--- config.mk ---
export PLATFORM = sky130hd
export DESIGN_NAME = go_to_goal_heading_controller
export DESIGN_NICKNAME = d
export VERILOG_FILES = /design/src/rtl/ggh_pkg.sv /design/src/rtl/ggh_front.sv /design/src/rtl/ggh_queue.sv /design/src/rtl/ggh_back.sv /design/src/rtl/go_to_goal_heading_controller.sv
export SDC_FILE = /design/constraint.sdc
export NUM_CORES = 2
export LEC_CHECK = 0
export ABC_AREA = 1
export BUFFER_PORTS_ARGS = -buffer_cell sky130_fd_sc_hd__buf_2
export CORE_MARGIN = 4
export CORE_UTILIZATION = 30
export CTS_BUF_LIST = sky130_fd_sc_hd__clkbuf_8
export DETAILED_ROUTE_END_ITERATION = 12
export HOLD_SLACK_MARGIN = 0.06
export SLEW_MARGIN = 20
export SYNTH_ARGS = -nofsm -noshare
export SYNTH_HDL_FRONTEND = slang
export SYNTH_HIERARCHICAL = 1
export SYNTH_SLANG_ARGS = --single-unit
export TNS_END_PERCENT = 50
--- constraint.sdc ---
create_clock -name clk -period 7.6 [get_ports clk]
set_input_delay 1.14 -clock clk [delete_from_list [all_inputs] [get_ports clk]]
set_output_delay 1.14 -clock clk [all_outputs]
set_load 0.02 [all_outputs]
--- src/rtl/ggh_pkg.sv ---
package ggh_pkg;

  localparam int CORDIC_STEPS_DEF = 16;
  localparam int ATAN_LEN         = 24;
  localparam int ATAN_IW          = $clog2(ATAN_LEN);
  localparam int QUEUE_DEPTH      = 2;
  localparam int PADDR_W          = 4;

  // configuration register indexes
  typedef enum logic [1:0] {
    REG_REACH_RADIUS      = 2'd0,
    REG_HEADING_TOLERANCE = 2'd1,
    REG_TURN_GAIN         = 2'd2,
    REG_FORWARD_SPEED     = 2'd3
  } reg_idx_t;

  typedef enum logic [1:0] {
    KIND_ODOM,
    KIND_GOAL,
    KIND_TICK
  } kind_t;

  typedef struct packed {
    kind_t              kind;
    logic signed [31:0] pos_x;
    logic signed [31:0] pos_y;
    logic signed [15:0] heading;
  } item_t;

  typedef struct packed {
    logic [15:0] reach_radius;
    logic [14:0] heading_tolerance;
    logic [15:0] turn_gain;
    logic [15:0] forward_speed;
  } cfg_t;

  // atan(2^-i) in Q16 radians, rounded to nearest
  function automatic logic [15:0] atan_q16(logic [ATAN_IW-1:0] i);
    logic [15:0] v;
    case (i)
      5'd0:    v = 16'd51472;
      5'd1:    v = 16'd30386;
      5'd2:    v = 16'd16055;
      5'd3:    v = 16'd8150;
      5'd4:    v = 16'd4091;
      5'd5:    v = 16'd2047;
      5'd6:    v = 16'd1024;
      5'd7:    v = 16'd512;
      5'd8:    v = 16'd256;
      5'd9:    v = 16'd128;
      5'd10:   v = 16'd64;
      5'd11:   v = 16'd32;
      5'd12:   v = 16'd16;
      5'd13:   v = 16'd8;
      5'd14:   v = 16'd4;
      5'd15:   v = 16'd2;
      5'd16:   v = 16'd1;
      default: v = 16'd0;
    endcase
    return v;
  endfunction

endpackage

--- src/rtl/ggh_front.sv ---
module ggh_front (
  input  logic                clk,
  input  logic                rst_n,
  input  logic                in_valid,
  input  logic [1:0]          in_opcode,
  input  logic signed [31:0]  in_pos_x,
  input  logic signed [31:0]  in_pos_y,
  input  logic signed [15:0]  in_heading,
  output logic                in_stall,
  output logic                push_valid,
  output ggh_pkg::item_t      push_item,
  input  logic                push_ready
);

  localparam logic [1:0] OP_ODOM = 2'd0;
  localparam logic [1:0] OP_GOAL = 2'd1;
  localparam logic [1:0] OP_TICK = 2'd2;
  localparam logic [1:0] OP_NONE = 2'd3;

  logic           hold_valid_r, hold_valid_nxt;
  ggh_pkg::item_t hold_item_r, hold_item_nxt;
  logic           accept;
  logic           keep;

  assign in_stall   = hold_valid_r && !push_ready;
  assign accept     = in_valid && !in_stall;
  assign push_valid = hold_valid_r;
  assign push_item  = hold_item_r;

  always_comb begin
    keep                  = 1'b1;
    hold_item_nxt         = hold_item_r;
    hold_item_nxt.pos_x   = in_pos_x;
    hold_item_nxt.pos_y   = in_pos_y;
    hold_item_nxt.heading = in_heading;
    unique case (in_opcode)
      OP_ODOM: hold_item_nxt.kind = ggh_pkg::KIND_ODOM;
      OP_GOAL: hold_item_nxt.kind = ggh_pkg::KIND_GOAL;
      OP_TICK: hold_item_nxt.kind = ggh_pkg::KIND_TICK;
      OP_NONE: begin
        // unused opcode is swallowed here
        hold_item_nxt.kind = ggh_pkg::KIND_TICK;
        keep               = 1'b0;
      end
    endcase
    if (!accept) begin
      hold_item_nxt = hold_item_r;
    end
  end

  always_comb begin
    hold_valid_nxt = hold_valid_r;
    if (accept) begin
      hold_valid_nxt = keep;
    end else if (push_ready) begin
      hold_valid_nxt = 1'b0;
    end
  end

  always_ff @(posedge clk) begin
    if (!rst_n) begin
      hold_valid_r <= 1'b0;
    end else begin
      hold_valid_r <= hold_valid_nxt;
    end
  end

  always_ff @(posedge clk) begin
    hold_item_r <= hold_item_nxt;
  end

endmodule

--- src/rtl/ggh_queue.sv ---
module ggh_queue (
  input  logic           clk,
  input  logic           rst_n,
  input  logic           push_valid,
  input  ggh_pkg::item_t push_item,
  output logic           push_ready,
  output logic           pop_valid,
  output ggh_pkg::item_t pop_item,
  input  logic           pop_ready
);

  localparam int DEPTH = ggh_pkg::QUEUE_DEPTH;
  localparam int PW    = (DEPTH > 1) ? $clog2(DEPTH) : 1;
  localparam int CW    = $clog2(DEPTH + 1);

  ggh_pkg::item_t mem_r [DEPTH];
  logic [PW-1:0]  wr_ptr_r, wr_ptr_nxt;
  logic [PW-1:0]  rd_ptr_r, rd_ptr_nxt;
  logic [CW-1:0]  count_r, count_nxt;
  logic           do_push, do_pop;

  assign push_ready = (count_r < CW'(DEPTH));
  assign pop_valid  = (count_r != '0);
  assign pop_item   = mem_r[rd_ptr_r];
  assign do_push    = push_valid && push_ready;
  assign do_pop     = pop_valid && pop_ready;

  always_comb begin
    wr_ptr_nxt = wr_ptr_r;
    rd_ptr_nxt = rd_ptr_r;
    count_nxt  = count_r;
    if (do_push) begin
      wr_ptr_nxt = (wr_ptr_r == PW'(DEPTH - 1)) ? '0 : wr_ptr_r + 1'b1;
    end
    if (do_pop) begin
      rd_ptr_nxt = (rd_ptr_r == PW'(DEPTH - 1)) ? '0 : rd_ptr_r + 1'b1;
    end
    if (do_push && !do_pop) begin
      count_nxt = count_r + 1'b1;
    end else if (do_pop && !do_push) begin
      count_nxt = count_r - 1'b1;
    end
  end

  always_ff @(posedge clk) begin
    if (!rst_n) begin
      wr_ptr_r <= '0;
      rd_ptr_r <= '0;
      count_r  <= '0;
    end else begin
      wr_ptr_r <= wr_ptr_nxt;
      rd_ptr_r <= rd_ptr_nxt;
      count_r  <= count_nxt;
    end
  end

  always_ff @(posedge clk) begin
    if (do_push) begin
      mem_r[wr_ptr_r] <= push_item;
    end
  end

  a_count_bound: assert property (@(posedge clk) disable iff (!rst_n)
    count_r <= CW'(DEPTH))
    else $error("queue fill count beyond depth");

  a_both_keeps_count: assert property (@(posedge clk) disable iff (!rst_n)
    (do_push && do_pop) |=> $stable(count_r))
    else $error("queue count moved on simultaneous push and pop");

endmodule

--- src/rtl/ggh_back.sv ---
module ggh_back #(
  parameter int CORDIC_STEPS = ggh_pkg::CORDIC_STEPS_DEF
) (
  input  logic                clk,
  input  logic                rst_n,
  input  ggh_pkg::cfg_t       cfg,
  input  logic                q_valid,
  input  ggh_pkg::item_t      q_item,
  output logic                q_pop,
  output logic                out_valid,
  input  logic                out_stall,
  output logic [15:0]         out_linear_speed,
  output logic signed [15:0]  out_angular_rate,
  output logic                out_goal_reached
);

  localparam int STEP_W = $clog2(CORDIC_STEPS);
  localparam int XW     = 36;
  localparam int ZW     = 20;
  localparam logic signed [ZW-1:0] Z_HALF_PI = ZW'(2 * 51472);

  typedef enum logic [3:0] {
    S_IDLE, S_DIFF, S_SQX, S_SQY, S_SQR, S_CMP,
    S_PRE, S_ROT, S_ERR, S_MUL, S_RATE, S_EMIT
  } state_t;

  state_t state_r, state_nxt;
  logic   pose_seen_r, pose_seen_nxt;
  logic   armed_r, armed_nxt;
  logic   out_valid_r, out_valid_nxt;

  logic signed [31:0]    cx_r, cx_nxt, cy_r, cy_nxt;
  logic signed [15:0]    ch_r, ch_nxt;
  logic signed [31:0]    tx_r, tx_nxt, ty_r, ty_nxt;
  logic signed [32:0]    dx_r, dx_nxt, dy_r, dy_nxt;
  logic                  near_r, near_nxt;
  logic signed [35:0]    prod_r, prod_nxt;
  logic [32:0]           sum_r, sum_nxt;
  logic signed [XW-1:0]  x_r, x_nxt, y_r, y_nxt;
  logic signed [ZW-1:0]  z_r, z_nxt;
  logic [STEP_W-1:0]     step_r, step_nxt;
  logic signed [17:0]    err_r, err_nxt;
  logic [15:0]           res_lin_r, res_lin_nxt;
  logic signed [15:0]    res_ang_r, res_ang_nxt;
  logic                  res_reached_r, res_reached_nxt;
  logic [15:0]           out_lin_r, out_lin_nxt;
  logic signed [15:0]    out_ang_r, out_ang_nxt;
  logic                  out_reached_r, out_reached_nxt;

  logic signed [18:0]    mul_a;
  logic signed [16:0]    mul_b;
  logic signed [35:0]    mul_p;
  logic signed [XW-1:0]  dx_w, dy_w, xs, ys;
  logic [15:0]           atan_v;
  logic signed [ZW-1:0]  z_rnd;
  logic signed [16:0]    bearing;
  logic signed [17:0]    tol_s;
  logic signed [35:0]    rate_sum;
  logic signed [23:0]    rate_sh;
  logic                  out_free;

  assign out_valid        = out_valid_r;
  assign out_linear_speed = out_lin_r;
  assign out_angular_rate = out_ang_r;
  assign out_goal_reached = out_reached_r;
  assign q_pop            = (state_r == S_IDLE) && q_valid;
  assign out_free         = !out_valid_r || !out_stall;

  // shared multiplier: squares of the offsets, squared radius, gain times error
  always_comb begin
    mul_a = '0;
    mul_b = '0;
    unique case (state_r)
      S_SQX: begin
        mul_a = {{2{dx_r[16]}}, dx_r[16:0]};
        mul_b = dx_r[16:0];
      end
      S_SQY: begin
        mul_a = {{2{dy_r[16]}}, dy_r[16:0]};
        mul_b = dy_r[16:0];
      end
      S_SQR: begin
        mul_a = {3'b000, cfg.reach_radius};
        mul_b = {1'b0, cfg.reach_radius};
      end
      S_MUL: begin
        mul_a = {err_r[17], err_r};
        mul_b = {1'b0, cfg.turn_gain};
      end
      default: begin
        mul_a = '0;
        mul_b = '0;
      end
    endcase
  end

  assign mul_p    = mul_a * mul_b;
  assign dx_w     = {{(XW-33){dx_r[32]}}, dx_r};
  assign dy_w     = {{(XW-33){dy_r[32]}}, dy_r};
  assign xs       = x_r >>> step_r;
  assign ys       = y_r >>> step_r;
  assign atan_v   = ggh_pkg::atan_q16(ggh_pkg::ATAN_IW'(step_r));
  assign z_rnd    = z_r + ZW'(4);
  assign bearing  = z_rnd[ZW-1:3];
  assign tol_s    = {3'b000, cfg.heading_tolerance};
  assign rate_sum = prod_r + 36'sd2048;
  assign rate_sh  = rate_sum[35:12];

  always_comb begin
    state_nxt       = state_r;
    pose_seen_nxt   = pose_seen_r;
    armed_nxt       = armed_r;
    out_valid_nxt   = out_valid_r && out_stall;
    cx_nxt          = cx_r;
    cy_nxt          = cy_r;
    ch_nxt          = ch_r;
    tx_nxt          = tx_r;
    ty_nxt          = ty_r;
    dx_nxt          = dx_r;
    dy_nxt          = dy_r;
    near_nxt        = near_r;
    prod_nxt        = prod_r;
    sum_nxt         = sum_r;
    x_nxt           = x_r;
    y_nxt           = y_r;
    z_nxt           = z_r;
    step_nxt        = step_r;
    err_nxt         = err_r;
    res_lin_nxt     = res_lin_r;
    res_ang_nxt     = res_ang_r;
    res_reached_nxt = res_reached_r;
    out_lin_nxt     = out_lin_r;
    out_ang_nxt     = out_ang_r;
    out_reached_nxt = out_reached_r;

    unique case (state_r)
      S_IDLE: begin
        if (q_valid) begin
          unique case (q_item.kind)
            ggh_pkg::KIND_ODOM: begin
              cx_nxt        = q_item.pos_x;
              cy_nxt        = q_item.pos_y;
              ch_nxt        = q_item.heading;
              pose_seen_nxt = 1'b1;
            end
            ggh_pkg::KIND_GOAL: begin
              tx_nxt    = q_item.pos_x;
              ty_nxt    = q_item.pos_y;
              armed_nxt = 1'b1;
            end
            ggh_pkg::KIND_TICK: begin
              if (pose_seen_r && armed_r) begin
                state_nxt = S_DIFF;
              end
            end
            default: state_nxt = S_IDLE;
          endcase
        end
      end
      S_DIFF: begin
        dx_nxt    = 33'(tx_r) - 33'(cx_r);
        dy_nxt    = 33'(ty_r) - 33'(cy_r);
        state_nxt = S_SQX;
      end
      S_SQX: begin
        near_nxt  = (dx_r > -33'sd65536) && (dx_r < 33'sd65536) &&
                    (dy_r > -33'sd65536) && (dy_r < 33'sd65536);
        prod_nxt  = mul_p;
        state_nxt = S_SQY;
      end
      S_SQY: begin
        sum_nxt   = {1'b0, prod_r[31:0]};
        prod_nxt  = mul_p;
        state_nxt = S_SQR;
      end
      S_SQR: begin
        sum_nxt   = sum_r + {1'b0, prod_r[31:0]};
        prod_nxt  = mul_p;
        state_nxt = S_CMP;
      end
      S_CMP: begin
        if (near_r && (sum_r < {1'b0, prod_r[31:0]})) begin
          armed_nxt       = 1'b0;
          res_lin_nxt     = '0;
          res_ang_nxt     = '0;
          res_reached_nxt = 1'b1;
          state_nxt       = S_EMIT;
        end else begin
          state_nxt = S_PRE;
        end
      end
      S_PRE: begin
        step_nxt = '0;
        if (dx_r == '0 && dy_r == '0) begin
          // zero vector has bearing zero
          z_nxt     = '0;
          state_nxt = S_ERR;
        end else begin
          state_nxt = S_ROT;
          if (dx_r < 0) begin
            if (dy_r >= 0) begin
              z_nxt = Z_HALF_PI;
              x_nxt = dy_w;
              y_nxt = -dx_w;
            end else begin
              z_nxt = -Z_HALF_PI;
              x_nxt = -dy_w;
              y_nxt = dx_w;
            end
          end else begin
            z_nxt = '0;
            x_nxt = dx_w;
            y_nxt = dy_w;
          end
        end
      end
      S_ROT: begin
        if (y_r >= 0) begin
          x_nxt = x_r + ys;
          y_nxt = y_r - xs;
          z_nxt = z_r + $signed({{(ZW-16){1'b0}}, atan_v});
        end else begin
          x_nxt = x_r - ys;
          y_nxt = y_r + xs;
          z_nxt = z_r - $signed({{(ZW-16){1'b0}}, atan_v});
        end
        if (step_r == STEP_W'(CORDIC_STEPS - 1)) begin
          state_nxt = S_ERR;
        end else begin
          step_nxt = step_r + 1'b1;
        end
      end
      S_ERR: begin
        err_nxt = {bearing[16], bearing} - {{2{ch_r[15]}}, ch_r};
        if ((err_nxt > tol_s) || (err_nxt < -tol_s)) begin
          state_nxt = S_MUL;
        end else begin
          res_lin_nxt     = cfg.forward_speed;
          res_ang_nxt     = '0;
          res_reached_nxt = 1'b0;
          state_nxt       = S_EMIT;
        end
      end
      S_MUL: begin
        prod_nxt  = mul_p;
        state_nxt = S_RATE;
      end
      S_RATE: begin
        res_lin_nxt     = '0;
        res_reached_nxt = 1'b0;
        if (rate_sh > 24'sd32767) begin
          res_ang_nxt = 16'sh7fff;
        end else if (rate_sh < -24'sd32768) begin
          res_ang_nxt = -16'sh8000;
        end else begin
          res_ang_nxt = rate_sh[15:0];
        end
        state_nxt = S_EMIT;
      end
      S_EMIT: begin
        if (out_free) begin
          out_valid_nxt   = 1'b1;
          out_lin_nxt     = res_lin_r;
          out_ang_nxt     = res_ang_r;
          out_reached_nxt = res_reached_r;
          state_nxt       = S_IDLE;
        end
      end
      default: state_nxt = S_IDLE;
    endcase
  end

  always_ff @(posedge clk) begin
    if (!rst_n) begin
      state_r     <= S_IDLE;
      pose_seen_r <= 1'b0;
      armed_r     <= 1'b0;
      out_valid_r <= 1'b0;
    end else begin
      state_r     <= state_nxt;
      pose_seen_r <= pose_seen_nxt;
      armed_r     <= armed_nxt;
      out_valid_r <= out_valid_nxt;
    end
    cx_r          <= cx_nxt;
    cy_r          <= cy_nxt;
    ch_r          <= ch_nxt;
    tx_r          <= tx_nxt;
    ty_r          <= ty_nxt;
    dx_r          <= dx_nxt;
    dy_r          <= dy_nxt;
    near_r        <= near_nxt;
    prod_r        <= prod_nxt;
    sum_r         <= sum_nxt;
    x_r           <= x_nxt;
    y_r           <= y_nxt;
    z_r           <= z_nxt;
    step_r        <= step_nxt;
    err_r         <= err_nxt;
    res_lin_r     <= res_lin_nxt;
    res_ang_r     <= res_ang_nxt;
    res_reached_r <= res_reached_nxt;
    out_lin_r     <= out_lin_nxt;
    out_ang_r     <= out_ang_nxt;
    out_reached_r <= out_reached_nxt;
  end

  a_stop_fields: assert property (@(posedge clk) disable iff (!rst_n)
    (out_valid_r && out_reached_r) |-> (out_lin_r == '0 && out_ang_r == '0))
    else $error("arrival stop carries a nonzero speed");

  a_drive_fields: assert property (@(posedge clk) disable iff (!rst_n)
    (out_valid_r && out_lin_r != '0) |-> (out_ang_r == '0 && !out_reached_r))
    else $error("straight drive carries a turn or arrival");

  a_emit_source: assert property (@(posedge clk) disable iff (!rst_n)
    $rose(out_valid_r) |-> $past(state_r) == S_EMIT)
    else $error("result raised outside the emit step");

endmodule

--- src/rtl/go_to_goal_heading_controller.sv ---
// go-to-goal heading controller
// input channel (in_valid / in_stall): opcode 0 sets the pose, 1 sets and arms
// a goal, 2 asks for one drive command, 3 is dropped. a transaction completes
// at a clock edge with in_valid high and in_stall low.
// result channel (out_valid / out_stall): one command per tick once a pose has
// been seen and a goal is armed; it holds until taken, and the next command
// waits for it while further items keep queueing.
// items pass a one-entry input register and a two-entry queue before the
// executing side; in_stall rises only when both are full.
// the executing side takes one item at a time: pose and goal items are
// stored from idle; a tick forms the offsets, squares them and the radius
// and compares; a tick that reaches the goal emits a stop, else the
// iterative CORDIC, one rotation per cycle, gives the bearing, the heading
// error is held to the tolerance and a turn also takes the gain multiply.
// apb port (psel ... pready) writes and reads the four tuning registers at
// 0x0, 0x4, 0x8, 0xc; pready is tied high. write only while idle.
// reset (rst_n low, synchronous) restores the register defaults, forgets the
// pose and the goal and empties the queue.
module go_to_goal_heading_controller #(
  parameter int CORDIC_STEPS = ggh_pkg::CORDIC_STEPS_DEF
) (
  input  logic                          clk,
  input  logic                          rst_n,
  input  logic                          in_valid,
  output logic                          in_stall,
  input  logic [1:0]                    in_opcode,
  input  logic signed [31:0]            in_pos_x,
  input  logic signed [31:0]            in_pos_y,
  input  logic signed [15:0]            in_heading,
  output logic                          out_valid,
  input  logic                          out_stall,
  output logic [15:0]                   out_linear_speed,
  output logic signed [15:0]            out_angular_rate,
  output logic                          out_goal_reached,
  input  logic                          psel,
  input  logic                          penable,
  input  logic                          pwrite,
  input  logic [ggh_pkg::PADDR_W-1:0]   paddr,
  input  logic [31:0]                   pwdata,
  output logic [31:0]                   prdata,
  output logic                          pready
);

  ggh_pkg::cfg_t     cfg_r, cfg_nxt;
  ggh_pkg::reg_idx_t reg_idx;
  logic              cfg_we;
  logic              push_valid, push_ready;
  ggh_pkg::item_t    push_item;
  logic              q_valid, q_pop;
  ggh_pkg::item_t    q_item;

  assign pready  = 1'b1;
  assign cfg_we  = psel && penable && pwrite && pready;
  assign reg_idx = ggh_pkg::reg_idx_t'(paddr[3:2]);

  always_comb begin
    cfg_nxt = cfg_r;
    if (cfg_we) begin
      unique case (reg_idx)
        ggh_pkg::REG_REACH_RADIUS:      cfg_nxt.reach_radius      = pwdata[15:0];
        ggh_pkg::REG_HEADING_TOLERANCE: cfg_nxt.heading_tolerance = pwdata[14:0];
        ggh_pkg::REG_TURN_GAIN:         cfg_nxt.turn_gain         = pwdata[15:0];
        ggh_pkg::REG_FORWARD_SPEED:     cfg_nxt.forward_speed     = pwdata[15:0];
        default:                        cfg_nxt = cfg_r;
      endcase
    end
  end

  always_comb begin
    unique case (reg_idx)
      ggh_pkg::REG_REACH_RADIUS:      prdata = {16'h0000, cfg_r.reach_radius};
      ggh_pkg::REG_HEADING_TOLERANCE: prdata = {17'h00000, cfg_r.heading_tolerance};
      ggh_pkg::REG_TURN_GAIN:         prdata = {16'h0000, cfg_r.turn_gain};
      ggh_pkg::REG_FORWARD_SPEED:     prdata = {16'h0000, cfg_r.forward_speed};
      default:                        prdata = '0;
    endcase
  end

  always_ff @(posedge clk) begin
    if (!rst_n) begin
      cfg_r.reach_radius      <= 16'd6554;
      cfg_r.heading_tolerance <= 15'd819;
      cfg_r.turn_gain         <= 16'd2048;
      cfg_r.forward_speed     <= 16'd13107;
    end else begin
      cfg_r <= cfg_nxt;
    end
  end

  ggh_front u_front (
    .clk        (clk),
    .rst_n      (rst_n),
    .in_valid   (in_valid),
    .in_opcode  (in_opcode),
    .in_pos_x   (in_pos_x),
    .in_pos_y   (in_pos_y),
    .in_heading (in_heading),
    .in_stall   (in_stall),
    .push_valid (push_valid),
    .push_item  (push_item),
    .push_ready (push_ready)
  );

  ggh_queue u_queue (
    .clk        (clk),
    .rst_n      (rst_n),
    .push_valid (push_valid),
    .push_item  (push_item),
    .push_ready (push_ready),
    .pop_valid  (q_valid),
    .pop_item   (q_item),
    .pop_ready  (q_pop)
  );

  ggh_back #(
    .CORDIC_STEPS (CORDIC_STEPS)
  ) u_back (
    .clk              (clk),
    .rst_n            (rst_n),
    .cfg              (cfg_r),
    .q_valid          (q_valid),
    .q_item           (q_item),
    .q_pop            (q_pop),
    .out_valid        (out_valid),
    .out_stall        (out_stall),
    .out_linear_speed (out_linear_speed),
    .out_angular_rate (out_angular_rate),
    .out_goal_reached (out_goal_reached)
  );

endmodule
==> key figures <==
Pwr
  – Cell area power density: 249 mW/mm²
  – Peak VDD IR: 0.199 mV
  – Pleak: 0.0307 µW
  – Overall power: 17400 µW

Clock network
  – Root Buffer: clkbuf_8
  – Total CTS buffers: 144
  – Clock slew at reported path FFs: 60 ps
  – H-tree depth: 4
  – TritonCTS clock tree: yes
  – Setup Buffers After CTS: 0
  – Clock latency at the later pin of the worst-skew pair: 930 ps
  – CTS Buffer Depth: 3
  – Post-CTS Hold Buffers: 0
  – Sink Count: 798

Floorplanning
  – Row count: 166
  – Initial core utilization: 0.303
  – Die footprint: 0.214 mm²
  – Die H: 463 µm
  – Core ar.: 0.205 mm²
  – Die width: 463 µm
  – Boundary Pins: 193

Detailed routing
  – Via-to-Cell Ratio: 4.91
  – Antenna Nets Post-Route: 0
  – Residual DRC: 0
  – Initial DRC Count: 4566
  – Final wirelength: 190 mm
  – DRT Pass-1 Iters: 6
  – Via count: 51700
  – Avg WL per Cell: 18.1 µm

Yosys
  – Mapped Avg Cell Area: 8.43 µm²
  – Prevailing post-synth register cell: edfxtp_1
  – Async S/R FF share, synth: 0
  – Sequential share of the synthesized area: 0.371
  – Cells after Synth: 7365
  – Number of synthesized flops with an enable pin: 706
  – Post-synthesis register bit count: 798
  – Synth Cell Area: 0.0621 mm²
  – Synth warnings: 6
  – Netlist cell types: 63

Critical path
  – CP max FO: 9
  – Critical path capture point type: flip-flop
  – Slowest-stage cell, CP: fa_1
  – Top delay family on crit path: adder cells
  – WP data arrival: 7830 ps
  – Worst reg-to-reg path cell count: 28
  – Buf+Inv Stages, Crit Path: 11
  – Crit path largest cell delay: 550 ps
  – Worst path required time: 8190 ps
  – CP Class: reg -> reg
  – WP depth: 28
  – Critical path startpoint category: flip-flop

Global route
  – Tot GR Track Use: 0.173
  – GR Layer Usage met3: 0.0249
  – First-pass GRT wire length: 293 mm
  – GR peak layer: met2
  – M1 GR Usage: 0.241
  – Largest net degree at the start of global routing: 78
  – Initial antenna violation count: 22
  – Number of global-route vias before repair: 50700
  – Total gr overflow: 0
  – Routing usage on met2: 0.267

Cells and area
  – Layout cells sized above 1: 0.0950
  – Final cell count without fillers: 10500
  – Area grow syn2layout: 12.8%
  – NumNets Final: 8529

STA
  – Clock Skews: 77.9 ps
  – Crit share post-route: 0.953
  – Slew Limit Fails: 0
  – Final Setup Violations: 0
  – Max frequency: 0.138 GHz
  – Tmin final: 7240 ps
  – Slew at the pin with the worst max-slew slack: 1240 ps
  – Final hold violation count: 0
  – Slew margin rel.: 0.165

Job
  – Maxcap violations: 0

Hold path
  – Worst min-delay path class: reg -> reg
  – Cell count of the worst hold path: 0

Placement
  – Port bufs: 157
  – Post-DP HPWL: 153 mm
  – Gp weighted congestion: 0.945
  – Placed cell count: 10200

Outcome
  – Outcome: finished clean
## state kept, by name, indices dropped and copies added, names as in the netlist, 33 cells and up, named ones only
register / count
u_front/push_item: 82
u_back/prod_r: 36
cfg_r: 63
u_back/y_r: 36
u_queue/mem_r: 164
u_back/x_r: 36
u_back/dy_r: 33
u_back/sum_r: 33
u_back/dx_r: 33
## power breakdown
group	switching, µW	internal [µW]
logic	4760	2640
clock network	1970	2090
registers	438	5530
## what timing repair did
| action | in CTS | in global routing |
|---|---|---|
| endpoints found under the hold margin | 0 | 0 |
| resized for setup | 0 | 21 |
| endpoints found under the setup margin | 0 | 14 |
## metal layers
metal / wire length [µm] / up-vias
li1: - / 25000
met1: 86900 / 24700
met2: 83500 / 1747
met3: 12200 / 288
met4: 7460 / 0
met5: 0 / -
## kinds of logic after synthesis
kind of cell / share of synthesized area
DFF: 0.371
xor gates and xnor gates: 0.0409
muxes: 0.0197
buffers and inverters: 0.0855
adders and majority gates: 0.179
and+or+nand+nor: 0.211
other: 0.000181
AOI/OAI and AO/OA: 0.0926
## final cells by class
class / count / area (µm²)
inverter: 1119 / 4210
clock buffer: 147 / 2020
multi-input combinational: 5254 / 34000
tap: 2688 / 3360
sequential: 798 / 23000
antenna: 11 / 27.5
clock inverter: 112 / 820
fill: 21300 / 135000
timing repair buffer: 392 / 2600
## cell usage after synthesis (all sizes together), types with 5 or more instances
master	number	share of area
o21bai	16	0.0019
o2111ai	5	0.00070
a221oi	10	0.0014
nor2	831	0.051
o22ai	21	0.0021
a21boi	17	0.0021
a21o	26	0.0031
o211ai	24	0.0029
o31ai	12	0.0015
a31oi	32	0.0032
fa	323	0.10
and3	6	0.00060
clkbuf	93	0.0056
dfxtp	92	0.030
buf	116	0.012
inv	1103	0.067
clkinv	16	0.00097
and2	6	0.00060
nor3b	6	0.00081
nand3	602	0.049
edfxtp	706	0.34
nor4	29	0.0031
nand2	1478	0.089
a211oi	8	0.00097
xnor2	89	0.013
or2	9	0.00091
ha	372	0.075
xor2	201	0.028
nand4	72	0.0073
mux2	82	0.020
o21ai	398	0.032
o21a	26	0.0031
o221ai	29	0.0041
a21oi	396	0.032
nor3	92	0.0075
nand3b	9	0.0011
## stage by stage
step / utilization / TNS (ps) / setup WS (ps) / hold slack (ps) / cell area (µm²)
detailed placement: 0.327 / 0 / 83.2 / 405 / 67100
global placement: 0.327 / 0 / 56.1 / 401 / 67100
floorplan: - / 0 / 360 / 400 / 62200
global route: 0.341 / -15.3 / -15.3 / 336 / 70000
finish: 0.341 / 0 / 359 / 417 / 70100
CTS: 0.341 / 0 / 97.4 / 326 / 69900
## path summary, 6_finish.rpt
check | end | from | slack [ps]
worst min-delay path | u_back/out_angular_rate[2] | u_back/res_ang_r[2] | 420
worst max-delay path | u_back/prod_r[34] | u_back/state_r[1] | 360
worst min register to register | u_back/out_angular_rate[2] | u_back/res_ang_r[2] | 420
worst max register to register | u_back/prod_r[34] | u_back/state_r[1] | 360
## placed cells by master, fill, tap and decap left out, types with 12 or more instances in the layout
master | synthesis | final
a21boi_0 | 17 | 15
a21o_1 | 26 | 26
a21oi_1 | 395 | 391
a31oi_1 | 32 | 32
buf_2 | 43 | 157
buf_4 | 29 | 230
clkbuf_8 | 0 | 147
clkinv_1 | 16 | 38
clkinv_2 | 0 | 21
conb_1 | 3 | 18
dfxtp_1 | 92 | 91
edfxtp_1 | 706 | 706
fa_1 | 323 | 323
ha_1 | 372 | 372
inv_1 | 1097 | 1132
mux2_4 | 80 | 80
nand2_1 | 1476 | 1476
nand3_1 | 601 | 600
nand4_1 | 72 | 72
nor2_1 | 817 | 805
nor2_2 | 8 | 12
nor2_4 | 6 | 14
nor3_1 | 91 | 88
nor4_1 | 27 | 27
o211ai_1 | 24 | 24
o21a_1 | 26 | 26
o21ai_0 | 375 | 373
o21ai_1 | 19 | 21
o21bai_1 | 16 | 16
o221ai_1 | 29 | 29
o22ai_1 | 21 | 18
o31ai_1 | 12 | 12
xnor2_1 | 89 | 89
xor2_1 | 201 | 201
Power figures use the tool's default switching activity.
